===== src/rtl/acal_pkg.sv =====
// Shared types and constants for the accelerometer offset calibrator.
// No dependencies; imported by the top level.
package acal_pkg;

   // fixed field widths
   localparam int OUT_W  = 48;   // result axis width, Q.FRAC_BITS
   localparam int CFG_W  = 16;   // widest configuration register
   localparam int OFF_W  = 32;   // stored axis offset
   localparam int OP_W   = 2;
   localparam int CSR_AW = 2;

   // configuration register indexes
   localparam logic [CSR_AW-1:0] CSR_SENSITIVITY = 2'd0;
   localparam logic [CSR_AW-1:0] CSR_CONV_COEF   = 2'd1;
   localparam logic [CSR_AW-1:0] CSR_GRAVITY     = 2'd2;

   // axis step codes; the gravity step follows the three axes when offsets are built
   localparam logic [1:0] AX_X    = 2'd0;
   localparam logic [1:0] AX_Y    = 2'd1;
   localparam logic [1:0] AX_Z    = 2'd2;
   localparam logic [1:0] AX_GRAV = 2'd3;

   typedef enum logic [OP_W-1:0] {
      OP_SAMPLE = 2'd0,
      OP_START  = 2'd1,
      OP_STOP   = 2'd2,
      OP_NOP    = 2'd3
   } opcode_type;

   typedef enum logic [2:0] {
      ST_IDLE,
      ST_MUL,
      ST_DIV_GO,
      ST_DIV_WAIT,
      ST_OFF_MUL,
      ST_OFF_ACC,
      ST_DONE
   } state_type;

endpackage


===== src/rtl/accel_offset_calibrator.sv =====
// Top level of the accelerometer offset calibrator: ports, settings, sequencer.
// Depends on acal_pkg, acal_mul and acal_sdiv.
//
//   channel  direction  handshake                 payload
//   req_     in         req_tvalid / req_tready   tdata: raw_x, raw_y, raw_z; tuser: opcode
//   rsp_     out        rsp_tvalid / rsp_tready   tdata: out_x, out_y, out_z; tuser: status
//   csr_     in         csr_we (no wait)          csr_addr, csr_wdata
//
// DW is the divider width (49 at default settings). The three axes pass one after another
// through one bit-serial divider, one quotient bit per cycle; a calibration sample also passes
// each axis through the multiplier first. Start, opcode three and a sample with the count
// saturated go straight to the result; stop forms four products through the shared multiplier.
// Reset is synchronous; it clears mode, count, means and offsets and returns the settings to their defaults.
// A finished result waits in the output register while the next request is taken;
// the sequencer only stalls when a second result is ready before the first leaves.
module accel_offset_calibrator
   import acal_pkg::*;
#(
   parameter int SAMPLE_WIDTH = 16,
   parameter int COUNT_WIDTH  = 16,
   parameter int FRAC_BITS    = 16
) (
   input  logic                                  clock,
   input  logic                                  reset,
   input  logic                                  req_tvalid,
   output logic                                  req_tready,
   input  logic [((3*SAMPLE_WIDTH+7)/8)*8-1:0]   req_tdata,  // raw_x, raw_y, raw_z
   input  logic [OP_W-1:0]                       req_tuser,  // opcode
   output logic                                  rsp_tvalid,
   input  logic                                  rsp_tready,
   output logic [3*OUT_W-1:0]                    rsp_tdata,  // out_x, out_y, out_z
   output logic                                  rsp_tuser,  // status
   input  logic                                  csr_we,
   input  logic [CSR_AW-1:0]                     csr_addr,
   input  logic [CFG_W-1:0]                      csr_wdata
);

   localparam int MA    = (SAMPLE_WIDTH > CFG_W) ? SAMPLE_WIDTH : CFG_W;
   localparam int MB    = ((COUNT_WIDTH > CFG_W) ? COUNT_WIDTH : CFG_W) + 1;
   localparam int PW    = MA + MB;
   localparam int TW    = PW - 8;
   localparam int SUM_W = PW + 1;
   localparam int CD_W  = OFF_W + 1 + FRAC_BITS;
   localparam int DW    = (SUM_W > CD_W) ? SUM_W : CD_W;
   localparam int VW    = (COUNT_WIDTH > CFG_W) ? COUNT_WIDTH : CFG_W;

   // sequencer
   state_type state_ff, state_in;

   // settings
   logic        [CFG_W-1:0] sens_ff;
   logic signed [CFG_W-1:0] coef_ff;
   logic        [CFG_W-1:0] grav_ff;

   // calibration state
   logic                           cal_ff;
   logic [COUNT_WIDTH-1:0]         count_ff;
   logic signed [SAMPLE_WIDTH-1:0] mean_ff [3];
   logic signed [OFF_W-1:0]        off_ff  [3];

   // per-request working registers
   logic signed [SAMPLE_WIDTH-1:0] raw_ff [3];
   logic [1:0]                     ax_ff;
   logic                           upd_ff;
   logic                           neg_ff;
   logic [OUT_W-1:0]               res_ff [3];

   // output register
   logic               rsp_valid_ff;
   logic [3*OUT_W-1:0] rsp_data_ff;
   logic               rsp_stat_ff;

   // datapath nets
   opcode_type                     req_op;
   logic signed [SAMPLE_WIDTH-1:0] raw_in [3];
   logic signed [SAMPLE_WIDTH-1:0] raw_sel;
   logic signed [SAMPLE_WIDTH-1:0] mean_sel;
   logic signed [OFF_W-1:0]        off_sel;
   logic signed [MA-1:0]           mul_a;
   logic signed [MB-1:0]           mul_b;
   logic signed [PW-1:0]           prod;
   logic signed [PW-1:0]           prod_adj;
   logic signed [TW-1:0]           prod_q8;
   logic signed [SUM_W-1:0]        mean_sum;
   logic signed [OFF_W:0]          diff;
   logic signed [CD_W-1:0]         diff_q;
   logic signed [DW-1:0]           dvd;
   logic [DW-1:0]                  dvd_mag;
   logic [COUNT_WIDTH-1:0]         count_inc;
   logic [VW-1:0]                  dvs;
   logic                           div_start;
   logic                           div_done;
   logic [DW-1:0]                  quo;
   logic signed [DW:0]             quo_s;
   logic                           rsp_free;

   assign req_op   = opcode_type'(req_tuser);
   assign rsp_free = !rsp_valid_ff || rsp_tready;

   // unpack request samples
   always_comb begin
      for (int i = 0; i < 3; i++) begin
         raw_in[i] = req_tdata[i*SAMPLE_WIDTH +: SAMPLE_WIDTH];
      end
   end

   // current axis selection
   always_comb begin
      case (ax_ff)
         AX_X: begin
            raw_sel  = raw_ff[0];
            mean_sel = mean_ff[0];
            off_sel  = off_ff[0];
         end
         AX_Y: begin
            raw_sel  = raw_ff[1];
            mean_sel = mean_ff[1];
            off_sel  = off_ff[1];
         end
         default: begin
            raw_sel  = raw_ff[2];
            mean_sel = mean_ff[2];
            off_sel  = off_ff[2];
         end
      endcase
   end

   // multiplier operands: mean * count, mean * coef, or coef * gravity
   always_comb begin
      if (state_ff == ST_OFF_MUL && ax_ff == AX_GRAV) begin
         mul_a = MA'(coef_ff);
         mul_b = MB'(signed'({1'b0, grav_ff}));
      end else if (state_ff == ST_OFF_MUL) begin
         mul_a = MA'(mean_sel);
         mul_b = MB'(coef_ff);
      end else begin
         mul_a = MA'(mean_sel);
         mul_b = MB'(signed'({1'b0, count_ff}));
      end
   end

   acal_mul #(
      .AW(MA),
      .BW(MB)
   ) u_mul (
      .clock(clock),
      .a    (mul_a),
      .b    (mul_b),
      .p    (prod)
   );

   // product / 256 rounded toward zero
   always_comb begin
      prod_adj = prod + (prod[PW-1] ? PW'(255) : PW'(0));
      prod_q8  = TW'(prod_adj >>> 8);
   end

   // divider operands: running mean update or calibrated output
   always_comb begin
      mean_sum  = SUM_W'(prod) + SUM_W'(raw_sel);
      diff      = (OFF_W+1)'(raw_sel) - (OFF_W+1)'(off_sel);
      diff_q    = CD_W'(diff) <<< FRAC_BITS;
      dvd       = upd_ff ? DW'(mean_sum) : DW'(diff_q);
      dvd_mag   = dvd[DW-1] ? DW'(-dvd) : DW'(dvd);
      count_inc = count_ff + COUNT_WIDTH'(1);
      if (upd_ff) begin
         dvs = VW'(count_inc);
      end else if (sens_ff == '0) begin
         dvs = VW'(1);
      end else begin
         dvs = VW'(sens_ff);
      end
      quo_s = neg_ff ? -$signed({1'b0, quo}) : $signed({1'b0, quo});
   end

   acal_sdiv #(
      .DW(DW),
      .VW(VW)
   ) u_div (
      .clock   (clock),
      .reset   (reset),
      .start   (div_start),
      .dividend(dvd_mag),
      .divisor (dvs),
      .done    (div_done),
      .quotient(quo)
   );

   // state register
   always_ff @(posedge clock) begin
      if (reset) begin
         state_ff <= ST_IDLE;
      end else begin
         state_ff <= state_in;
      end
   end

   // next state and strobes
   always_comb begin
      state_in   = state_ff;
      req_tready = 1'b0;
      div_start  = 1'b0;
      unique case (state_ff)
         ST_IDLE: begin
            req_tready = 1'b1;
            if (req_tvalid) begin
               unique case (req_op)
                  OP_STOP: begin
                     state_in = ST_OFF_MUL;
                  end
                  OP_SAMPLE: begin
                     if (!cal_ff) begin
                        state_in = ST_DIV_GO;
                     end else if (count_ff != '1) begin
                        state_in = ST_MUL;
                     end else begin
                        state_in = ST_DONE;
                     end
                  end
                  default: begin
                     state_in = ST_DONE;
                  end
               endcase
            end
         end
         ST_MUL: begin
            state_in = ST_DIV_GO;
         end
         ST_DIV_GO: begin
            div_start = 1'b1;
            state_in  = ST_DIV_WAIT;
         end
         ST_DIV_WAIT: begin
            if (div_done) begin
               if (ax_ff == AX_Z) begin
                  state_in = ST_DONE;
               end else if (upd_ff) begin
                  state_in = ST_MUL;
               end else begin
                  state_in = ST_DIV_GO;
               end
            end
         end
         ST_OFF_MUL: begin
            state_in = ST_OFF_ACC;
         end
         ST_OFF_ACC: begin
            state_in = (ax_ff == AX_GRAV) ? ST_DONE : ST_OFF_MUL;
         end
         ST_DONE: begin
            if (rsp_free) begin
               state_in = ST_IDLE;
            end
         end
         default: begin
            state_in = ST_IDLE;
         end
      endcase
   end

   // settings, calibration state and output valid
   always_ff @(posedge clock) begin
      if (reset) begin
         sens_ff      <= CFG_W'(1);
         coef_ff      <= CFG_W'(256);
         grav_ff      <= '0;
         cal_ff       <= 1'b0;
         count_ff     <= '0;
         mean_ff      <= '{default: '0};
         off_ff       <= '{default: '0};
         ax_ff        <= AX_X;
         rsp_valid_ff <= 1'b0;
      end else begin
         // register writes
         if (csr_we) begin
            unique case (csr_addr)
               CSR_SENSITIVITY: sens_ff <= csr_wdata;
               CSR_CONV_COEF:   coef_ff <= csr_wdata;
               CSR_GRAVITY:     grav_ff <= csr_wdata;
               default: ;
            endcase
         end

         // output valid: set when a result is loaded, cleared when taken
         if (state_ff == ST_DONE && rsp_free) begin
            rsp_valid_ff <= 1'b1;
         end else if (rsp_tready) begin
            rsp_valid_ff <= 1'b0;
         end

         unique case (state_ff)
            ST_IDLE: begin
               ax_ff <= AX_X;
               if (req_tvalid) begin
                  if (req_op == OP_START) begin
                     count_ff <= '0;
                     off_ff   <= '{default: '0};
                     cal_ff   <= 1'b1;
                  end else if (req_op == OP_STOP) begin
                     cal_ff <= 1'b0;
                  end
               end
            end
            ST_DIV_WAIT: begin
               if (div_done) begin
                  if (upd_ff) begin
                     for (int i = 0; i < 3; i++) begin
                        if (ax_ff == 2'(i)) begin
                           mean_ff[i] <= SAMPLE_WIDTH'(quo_s);
                        end
                     end
                     if (ax_ff == AX_Z) begin
                        count_ff <= count_inc;
                     end
                  end
                  ax_ff <= ax_ff + 2'd1;
               end
            end
            ST_OFF_ACC: begin
               // scaled means, then the gravity term comes off z
               for (int i = 0; i < 3; i++) begin
                  if (ax_ff == 2'(i)) begin
                     off_ff[i] <= OFF_W'(prod_q8);
                  end
               end
               if (ax_ff == AX_GRAV) begin
                  off_ff[2] <= off_ff[2] - OFF_W'(prod_q8);
               end
               ax_ff <= ax_ff + 2'd1;
            end
            default: ;
         endcase
      end
   end

   // request payload, per-axis results and output payload
   always_ff @(posedge clock) begin
      unique case (state_ff)
         ST_IDLE: begin
            if (req_tvalid) begin
               upd_ff <= (req_op == OP_SAMPLE) && cal_ff && (count_ff != '1);
               for (int i = 0; i < 3; i++) begin
                  raw_ff[i] <= raw_in[i];
                  res_ff[i] <= (req_op == OP_SAMPLE && cal_ff) ?
                               OUT_W'(raw_in[i]) << FRAC_BITS : '0;
               end
            end
         end
         ST_DIV_GO: begin
            neg_ff <= dvd[DW-1];
         end
         ST_DIV_WAIT: begin
            if (div_done && !upd_ff) begin
               for (int i = 0; i < 3; i++) begin
                  if (ax_ff == 2'(i)) begin
                     res_ff[i] <= OUT_W'(quo_s);
                  end
               end
            end
         end
         ST_DONE: begin
            if (rsp_free) begin
               rsp_data_ff <= {res_ff[2], res_ff[1], res_ff[0]};
               rsp_stat_ff <= !cal_ff;
            end
         end
         default: ;
      endcase
   end

   assign rsp_tvalid = rsp_valid_ff;
   assign rsp_tdata  = rsp_data_ff;
   assign rsp_tuser  = rsp_stat_ff;

endmodule


===== src/rtl/acal_mul.sv =====
// Registered signed multiplier used for mean scaling and offset products.
// Standalone; no package needed.
module acal_mul #(
   parameter int AW = 16,
   parameter int BW = 17
) (
   input  logic                 clock,
   input  logic signed [AW-1:0] a,
   input  logic signed [BW-1:0] b,
   output logic signed [AW+BW-1:0] p
);

   logic signed [AW+BW-1:0] p_ff;

   // one product per cycle, registered
   always_ff @(posedge clock) begin
      p_ff <= (AW+BW)'(a) * (AW+BW)'(b);
   end

   assign p = p_ff;

endmodule


===== src/rtl/acal_sdiv.sv =====
// Bit-serial restoring divider: one quotient bit per cycle, unsigned operands.
// Standalone; no package needed.
module acal_sdiv #(
   parameter int DW = 49,
   parameter int VW = 16
) (
   input  logic          clock,
   input  logic          reset,
   input  logic          start,
   input  logic [DW-1:0] dividend,
   input  logic [VW-1:0] divisor,
   output logic          done,
   output logic [DW-1:0] quotient
);

   localparam int CW = $clog2(DW + 1);

   logic [CW-1:0] cnt_ff;
   logic          done_ff;
   logic [VW-1:0] rem_ff;
   logic [DW-1:0] quo_ff;
   logic [VW-1:0] dvs_ff;

   logic [VW:0]   trial;
   logic [VW:0]   trial_sub;
   logic          fits;

   // partial remainder shifted left by one dividend bit
   always_comb begin
      trial     = {rem_ff, quo_ff[DW-1]};
      trial_sub = trial - {1'b0, dvs_ff};
      fits      = (trial >= {1'b0, dvs_ff});
   end

   // step counter and done pulse
   always_ff @(posedge clock) begin
      if (reset) begin
         cnt_ff  <= '0;
         done_ff <= 1'b0;
      end else begin
         done_ff <= 1'b0;
         if (start) begin
            cnt_ff <= CW'(DW);
         end else if (cnt_ff != '0) begin
            cnt_ff <= cnt_ff - CW'(1);
            if (cnt_ff == CW'(1)) begin
               done_ff <= 1'b1;
            end
         end
      end
   end

   // remainder and quotient shift register
   always_ff @(posedge clock) begin
      if (start) begin
         rem_ff <= '0;
         quo_ff <= dividend;
         dvs_ff <= divisor;
      end else if (cnt_ff != '0) begin
         rem_ff <= fits ? trial_sub[VW-1:0] : trial[VW-1:0];
         quo_ff <= {quo_ff[DW-2:0], fits};
      end
   end

   assign done     = done_ff;
   assign quotient = quo_ff;

endmodule

===== config.mk =====
export PLATFORM = sky130hd
export DESIGN_NAME = accel_offset_calibrator
export DESIGN_NICKNAME = d
export VERILOG_FILES = /design/src/rtl/acal_pkg.sv /design/src/rtl/accel_offset_calibrator.sv /design/src/rtl/acal_mul.sv /design/src/rtl/acal_sdiv.sv
export SDC_FILE = /design/constraint.sdc
export NUM_CORES = 2
export LEC_CHECK = 0
export BUFFER_PORTS_ARGS = -buffer_cell sky130_fd_sc_hd__clkbuf_2
export CORE_MARGIN = 4
export CORE_UTILIZATION = 50
export CTS_CLUSTER_DIAMETER = 80
export DETAILED_ROUTE_END_ITERATION = 6
export PLACE_DENSITY = 0.65
export SLEW_MARGIN = 40
export SYNTH_ARGS = -nofsm -noshare
export SYNTH_HDL_FRONTEND = slang
export SYNTH_SLANG_ARGS = --single-unit

===== constraint.sdc =====
create_clock -name clock -period 9.3 [get_ports clock]
set_clock_uncertainty 0.2 [all_clocks]
set_input_delay 1.395 -clock clock [delete_from_list [all_inputs] [get_ports clock]]
set_output_delay 1.395 -clock clock [all_outputs]
set_load 0.01 [all_outputs]

Word-level counts from Yosys, hierarchy flattened. Memory sizes are Yosys's and may differ from the RTL's. A register that Yosys moved wholly into a read port is not among the register bits. Cells that the tools add are included.

Flip-flop bits (word level): 339. Bits in writable memories: 192. Input port bits: 73. Logic and storage cells: 174. Memories: 2.

Add/sub/neg operators: 10. Multiply operators: 1. Order comparisons: 1. Equality and inequality tests: 24. Mux-type cells: 70. Bitwise gates (word level): 4. Reduce and logical (&&, ||, !) cells: 38.

Memory list: res_ff (depth 3, width 48, read ports 3, clocked after memory_dff 3, wr ports 3, RTL line accel_offset_calibrator.sv:66) `logic [OUT_W-1:0] res_ff [3];`; raw_ff (depth 3, width 16, read ports 3, clocked after memory_dff 0, wr ports 3, RTL line accel_offset_calibrator.sv:62) `logic signed [SAMPLE_WIDTH-1:0] raw_ff [3];`.

Operators with widths (count): 48-bit 2-to-1 mux (7); 49-bit 2-to-1 mux (4); 96-bit 2-to-1 mux (2); 96-bit one-hot mux with 2 select lines (1); 16-bit 2-to-1 mux (9); 32-bit 2-to-1 mux (4); 16-bit one-hot mux with 2 select lines (3); 32-bit one-hot mux with 2 select lines (1); 49-bit negator (1); 48-bit negator (1); 33-bit by 16-bit adder with 34-bit output (1); 17-bit 2-to-1 mux (2); 33-bit by 9-bit adder with 33-bit output (1); 16-bit by 17-bit multiplier with 33-bit output (1); 16-bit by 32-bit subtractor with 33-bit output (1); 32-bit by 25-bit subtractor with 32-bit output (1); 4-bit AND reduction (6); 1-bit 2-to-1 mux (22); 3-bit one-hot mux with 7 select lines (1); 3-bit 2-to-1 mux (6); 17-bit by 16-bit greater-or-equal comparator with 1-bit output (1); 16-bit by 1-bit adder with 16-bit output (second input constant) (1); 16-bit logical NOT (1); 16-bit inequality test (second input constant) (1); other kinds (32) (69).

Logic depth before layout (Yosys ltp).
Depth in word-level cells: 7. Depth in mapped cells: 35. Gate-level depth less buffers: 32.

Modules after synthesis. From an unflattened synthesis, not the netlist that was laid out.

Cells, all modules: 4615. Area total of the unflattened synthesis: 44849.3 um2.

Modules (own cells, without submodules): accel_offset_calibrator (instances 1, cells each 3025, area each 29112.9 um2, seq. area each 14203.6 um2); acal_mul (instances 1, cells each 1226, area each 11235.8 um2, seq. area each 660.6 um2); acal_sdiv (instances 1, cells each 364, area each 4500.6 um2, seq. area each 2412.3 um2).

Worst setup path before layout. No wires, ideal clock.

Path type: input to register. From: input port rsp_tready. To: register rsp_data_ff[0], in the netlist rsp_tdata[0], read port of res_ff, enable pin. Library setup time: 0.651 ns. Arrival: 7.483 ns. Slack: 0.966 ns. Stages: 2. Path through: nor2b_1 -> nor2_1.

Cells in the longest elaborated chain, start to end: 2.

Ends and longest elaborated chain: from (decl) (RTL line accel_offset_calibrator.sv:30) `input logic rsp_tready,`; 1-bit logical OR (RTL line accel_offset_calibrator.sv:98) `assign rsp_free = !rsp_valid_ff || rsp_tready;`; 2-bit AND reduction (no source line); to (decl) (RTL line accel_offset_calibrator.sv:70) `logic [3*OUT_W-1:0] rsp_data_ff;`.

Every way passes these cells. A chain may end at the register's enable or synchronous reset.

Worst setup path after layout.
From: register state_ff[1]. To: register u_mul.p_ff[31], in the netlist u_mul.p[31].

Cells in the longest elaborated chain, start to end: 4.

Ends and longest elaborated chain: from (decl) (RTL line accel_offset_calibrator.sv:48) `state_type state_ff, state_in;`; from (signal assigned) (RTL line accel_offset_calibrator.sv:194) `state_ff <= state_in;`; 3-bit equality test * (RTL line accel_offset_calibrator.sv:130, accel_offset_calibrator.sv:133); 17-bit 2-to-1 mux or 1-bit logical AND (tied branches) (RTL line accel_offset_calibrator.sv:133, accel_offset_calibrator.sv:130); 17-bit 2-to-1 mux or 16-bit 2-to-1 mux (tied branches) (RTL line accel_offset_calibrator.sv:130) `if (state_ff == ST_OFF_MUL && ax_ff == AX_GRAV) begin`; 16-bit by 17-bit multiplier with 33-bit output * (RTL line acal_mul.sv:17) `p_ff <= (AW+BW)'(a) * (AW+BW)'(b);`; to (signal assigned) (RTL line acal_mul.sv:17); to (decl) (RTL line acal_mul.sv:13) `logic signed [AW+BW-1:0] p_ff;`.

Every way passes the cells marked *; elsewhere a longest branch is shown, timed or not.

==> flow_summary.ini <==
[status]
outcome = finished with violations
violations = design-rule violations

[cts]
cts_resized = 0
post-cts-setup-buffers = 0
clockBufferDepth = 3
clk_latency_ns = 0.62
cts_tree = built
htreeDepth = 3
numCtsBuffers = 72
cts-hold-fix-buffers = 0
clkTransAtPathRegs_ns = 0.06
cts.sinks = 661
clockRootBuffer = clkbuf_16

[final_layout]
multi_input_area_um2 = 24500
layout_common_cells = 600 x nand2_1, 449 x nor2_1, 444 x inv_1, 404 x edfxtp_1, 303 x a21oi_1
layout_commonest_cell = nand2_1
fill_cells = 7753
fin_nets = 5378
seq_area_um2 = 17300
areaGrowthSynthToFinish_pct = 11.3
drive_gt1_share_pct = 10.1

[drt]
drt_iter0_drc = 2946
dr.pass1.iters = 7
ant_nets = 0
drc = 3
wirelength_um = 124000
vias = 34800
via_per_inst = 5.77
wl_per_cell_um = 20.5

[global_route]
grt_overflow = 0
grt_max_degree = 146
grt_pass1_vias = 33000
grt_pass1_wl_um = 193000
grt_use_met3_pct = 3.42
antenna_found_initial = 4
use_met1_pct = 37.0
use_met2_pct = 42.2
top_usage_layer = met2
track_usage_pct = 26.2

[critical_path]
worstReg2RegEnd = u_mul.p[31]
cp.depth = 26
cp-start-kind = flop
critPathCaptureType = flop
critPathMostFrequentCell = fa_1
rrSetupSlack_ns = 0.63
worstPathRequired_ns = 9.64
path_delay_family = adder cells
path_buf_inv = 4
slowest_delay_ns = 0.57
crit_fanout = 53
crit_path_top_delay_cell = fa_1
rr_worst_depth = 26
worstSetupPathType = flop to flop
arrival_ns = 9.01
r2r-start = state_ff[1]

[place]
gp_congestion = 0.969
port_buffers = 219
dp_slack_ns = 0.328
place_hpwl_um = 94600

[timing]
setup_viol = 0
min_period_ns = 8.67
rsz0062_at_grt = false
final-hold-violation-count = 0
holdWs_ns = 0.206
setup-tns-final_ns = 0
drv_slew = 0
relSlewSlack_pct = 43.2
final.setup.worst_slack_ns = 0.635
tightest_slew_ns = 0.852
fmax_ghz = 0.115
post-route-period-util_pct = 93.2

[yosys]
syn-num-nets = 5220
synth.top_cell.area_share_pct = 27.5
syn_inst = 4652
synth_enable_flop_cells = 404
syn_area_um2 = 44100
synth_ff_type = edfxtp_1
ys_ff_latch = 661
avgSynthCellArea_um2 = 9.49
async_reset_ff_share_pct = 0
synth_area_leaders = edfxtp_1 27%, fa_1 13%, dfxtp_1 12%
yosysTopAreaCell = edfxtp_1
synth_cell_type_count = 103
synth_warnings = 0
ys_seq_area_share_pct = 39.1

[run]
maxCapViolCount = 0

[power_and_ir_drop]
ir_worst_vdd_mv = 0.191
p_leak_uw = 0.0208
p_per_area_nw_per_um2 = 231

[die]
io_pins = 220
fp.dieW_um = 305
dieArea_um2 = 93100
dieHeight_um = 305
core_um2 = 87200
start_util_pct = 50.6
rows = 108

[min_path]
hp-start = res_ff[0][99]
holdPathStages = 0
hold_path_class = flop to flop
whs_endpoint = rsp_tdata[99]
## report_power, final
part	switching [uW]	internal, uW
clock network	1250	1790
logic	2810	1330
registers	287	3870
## metrics by stage
stage	area (um2)	power, uW	instances	utilization (%)
finish	49100	11300	6028	56.4
floorplan	44100	6960	4652	-
global placement	46500	8230	5890	53.3
detailed placement	46500	8280	5890	53.3
global route	49100	12000	6028	56.4
CTS	49100	11300	6024	56.3
## metal layers
metal | vias up | routed length [um]
met5 | - | 0
met4 | 0 | 3890
met3 | 192 | 8240
met2 | 1211 | 58000
met1 | 17000 | 53700
li1 | 16400 | -
## flip-flops by register name (all words and copies together), names as in the netlist, 33 cells and up
name,cells
u_mul.p,33
u_div.quotient,49
raw_ff,48
res_ff,144
mean_ff,48
rsp_tdata,144
off_ff,82
## synth_stat cells, types with 22 or more instances
library cell	number
nand2_1	604
or3_1	32
nand2b_1	51
a22o_1	25
o21a_1	29
a211oi_1	67
and3_1	35
a21o_1	114
o21ai_0	205
or2_2	22
inv_1	444
mux2i_1	25
xnor2_1	135
nand3_1	67
ha_1	215
nand3b_1	26
a22oi_1	60
dfxtp_1	257
xor2_1	88
nor2b_1	27
a21oi_1	304
edfxtp_1	404
nand4_1	30
nor3_1	59
o31ai_1	30
nor2_1	454
and2_1	37
fa_1	280
a31oi_1	43
clkbuf_1	178
## worst max path at each step
| stage | from | endpoint | slack (ns) |
|---|---|---|---|
| 2_1_floorplan | rsp_tready | rsp_tdata[0] | 0.97 |
| 3_3_place_gp | state_ff[1] | u_mul.p[31] | 0.59 |
| 3_5_place_dp | state_ff[1] | u_mul.p[31] | 0.33 |
| 4_1_cts | state_ff[1] | u_mul.p[31] | 0.29 |
| 5_1_grt | state_ff[1] | u_mul.p[31] | 0.08 |
| 6_report | state_ff[1] | u_mul.p[31] | 0.63 |
## cell families (layout without fill, tap and decap cells)
family | count (synthesis) | count (layout) | share of synthesized area, %
simple gates | 1521 | 1521 | 15.7
buf+inv | 654 | 872 | 5.64
xor+xnor | 224 | 224 | 4.46
flops | 661 | 661 | 39.1
mux | 30 | 30 | 0.695
fa+ha+maj | 495 | 495 | 18.8
other cells | 0 | 3 | 0
compound gates | 1067 | 1067 | 15.6
## area by class of cell
| class | count | share of cell area [%] |
|---|---|---|
| Timing Repair Buffer | 293 | 3.44 |
| Sequential cell | 661 | 35.2 |
| Antenna cell | 3 | 0.0153 |
| Inverter | 445 | 3.40 |
| Tap cell | 1155 | 2.94 |
| Clock buffer | 91 | 3.92 |
| Multi-Input combinational cell | 3337 | 49.8 |
| Clock inverter | 43 | 1.30 |
Power figures use the tool's default switching activity.
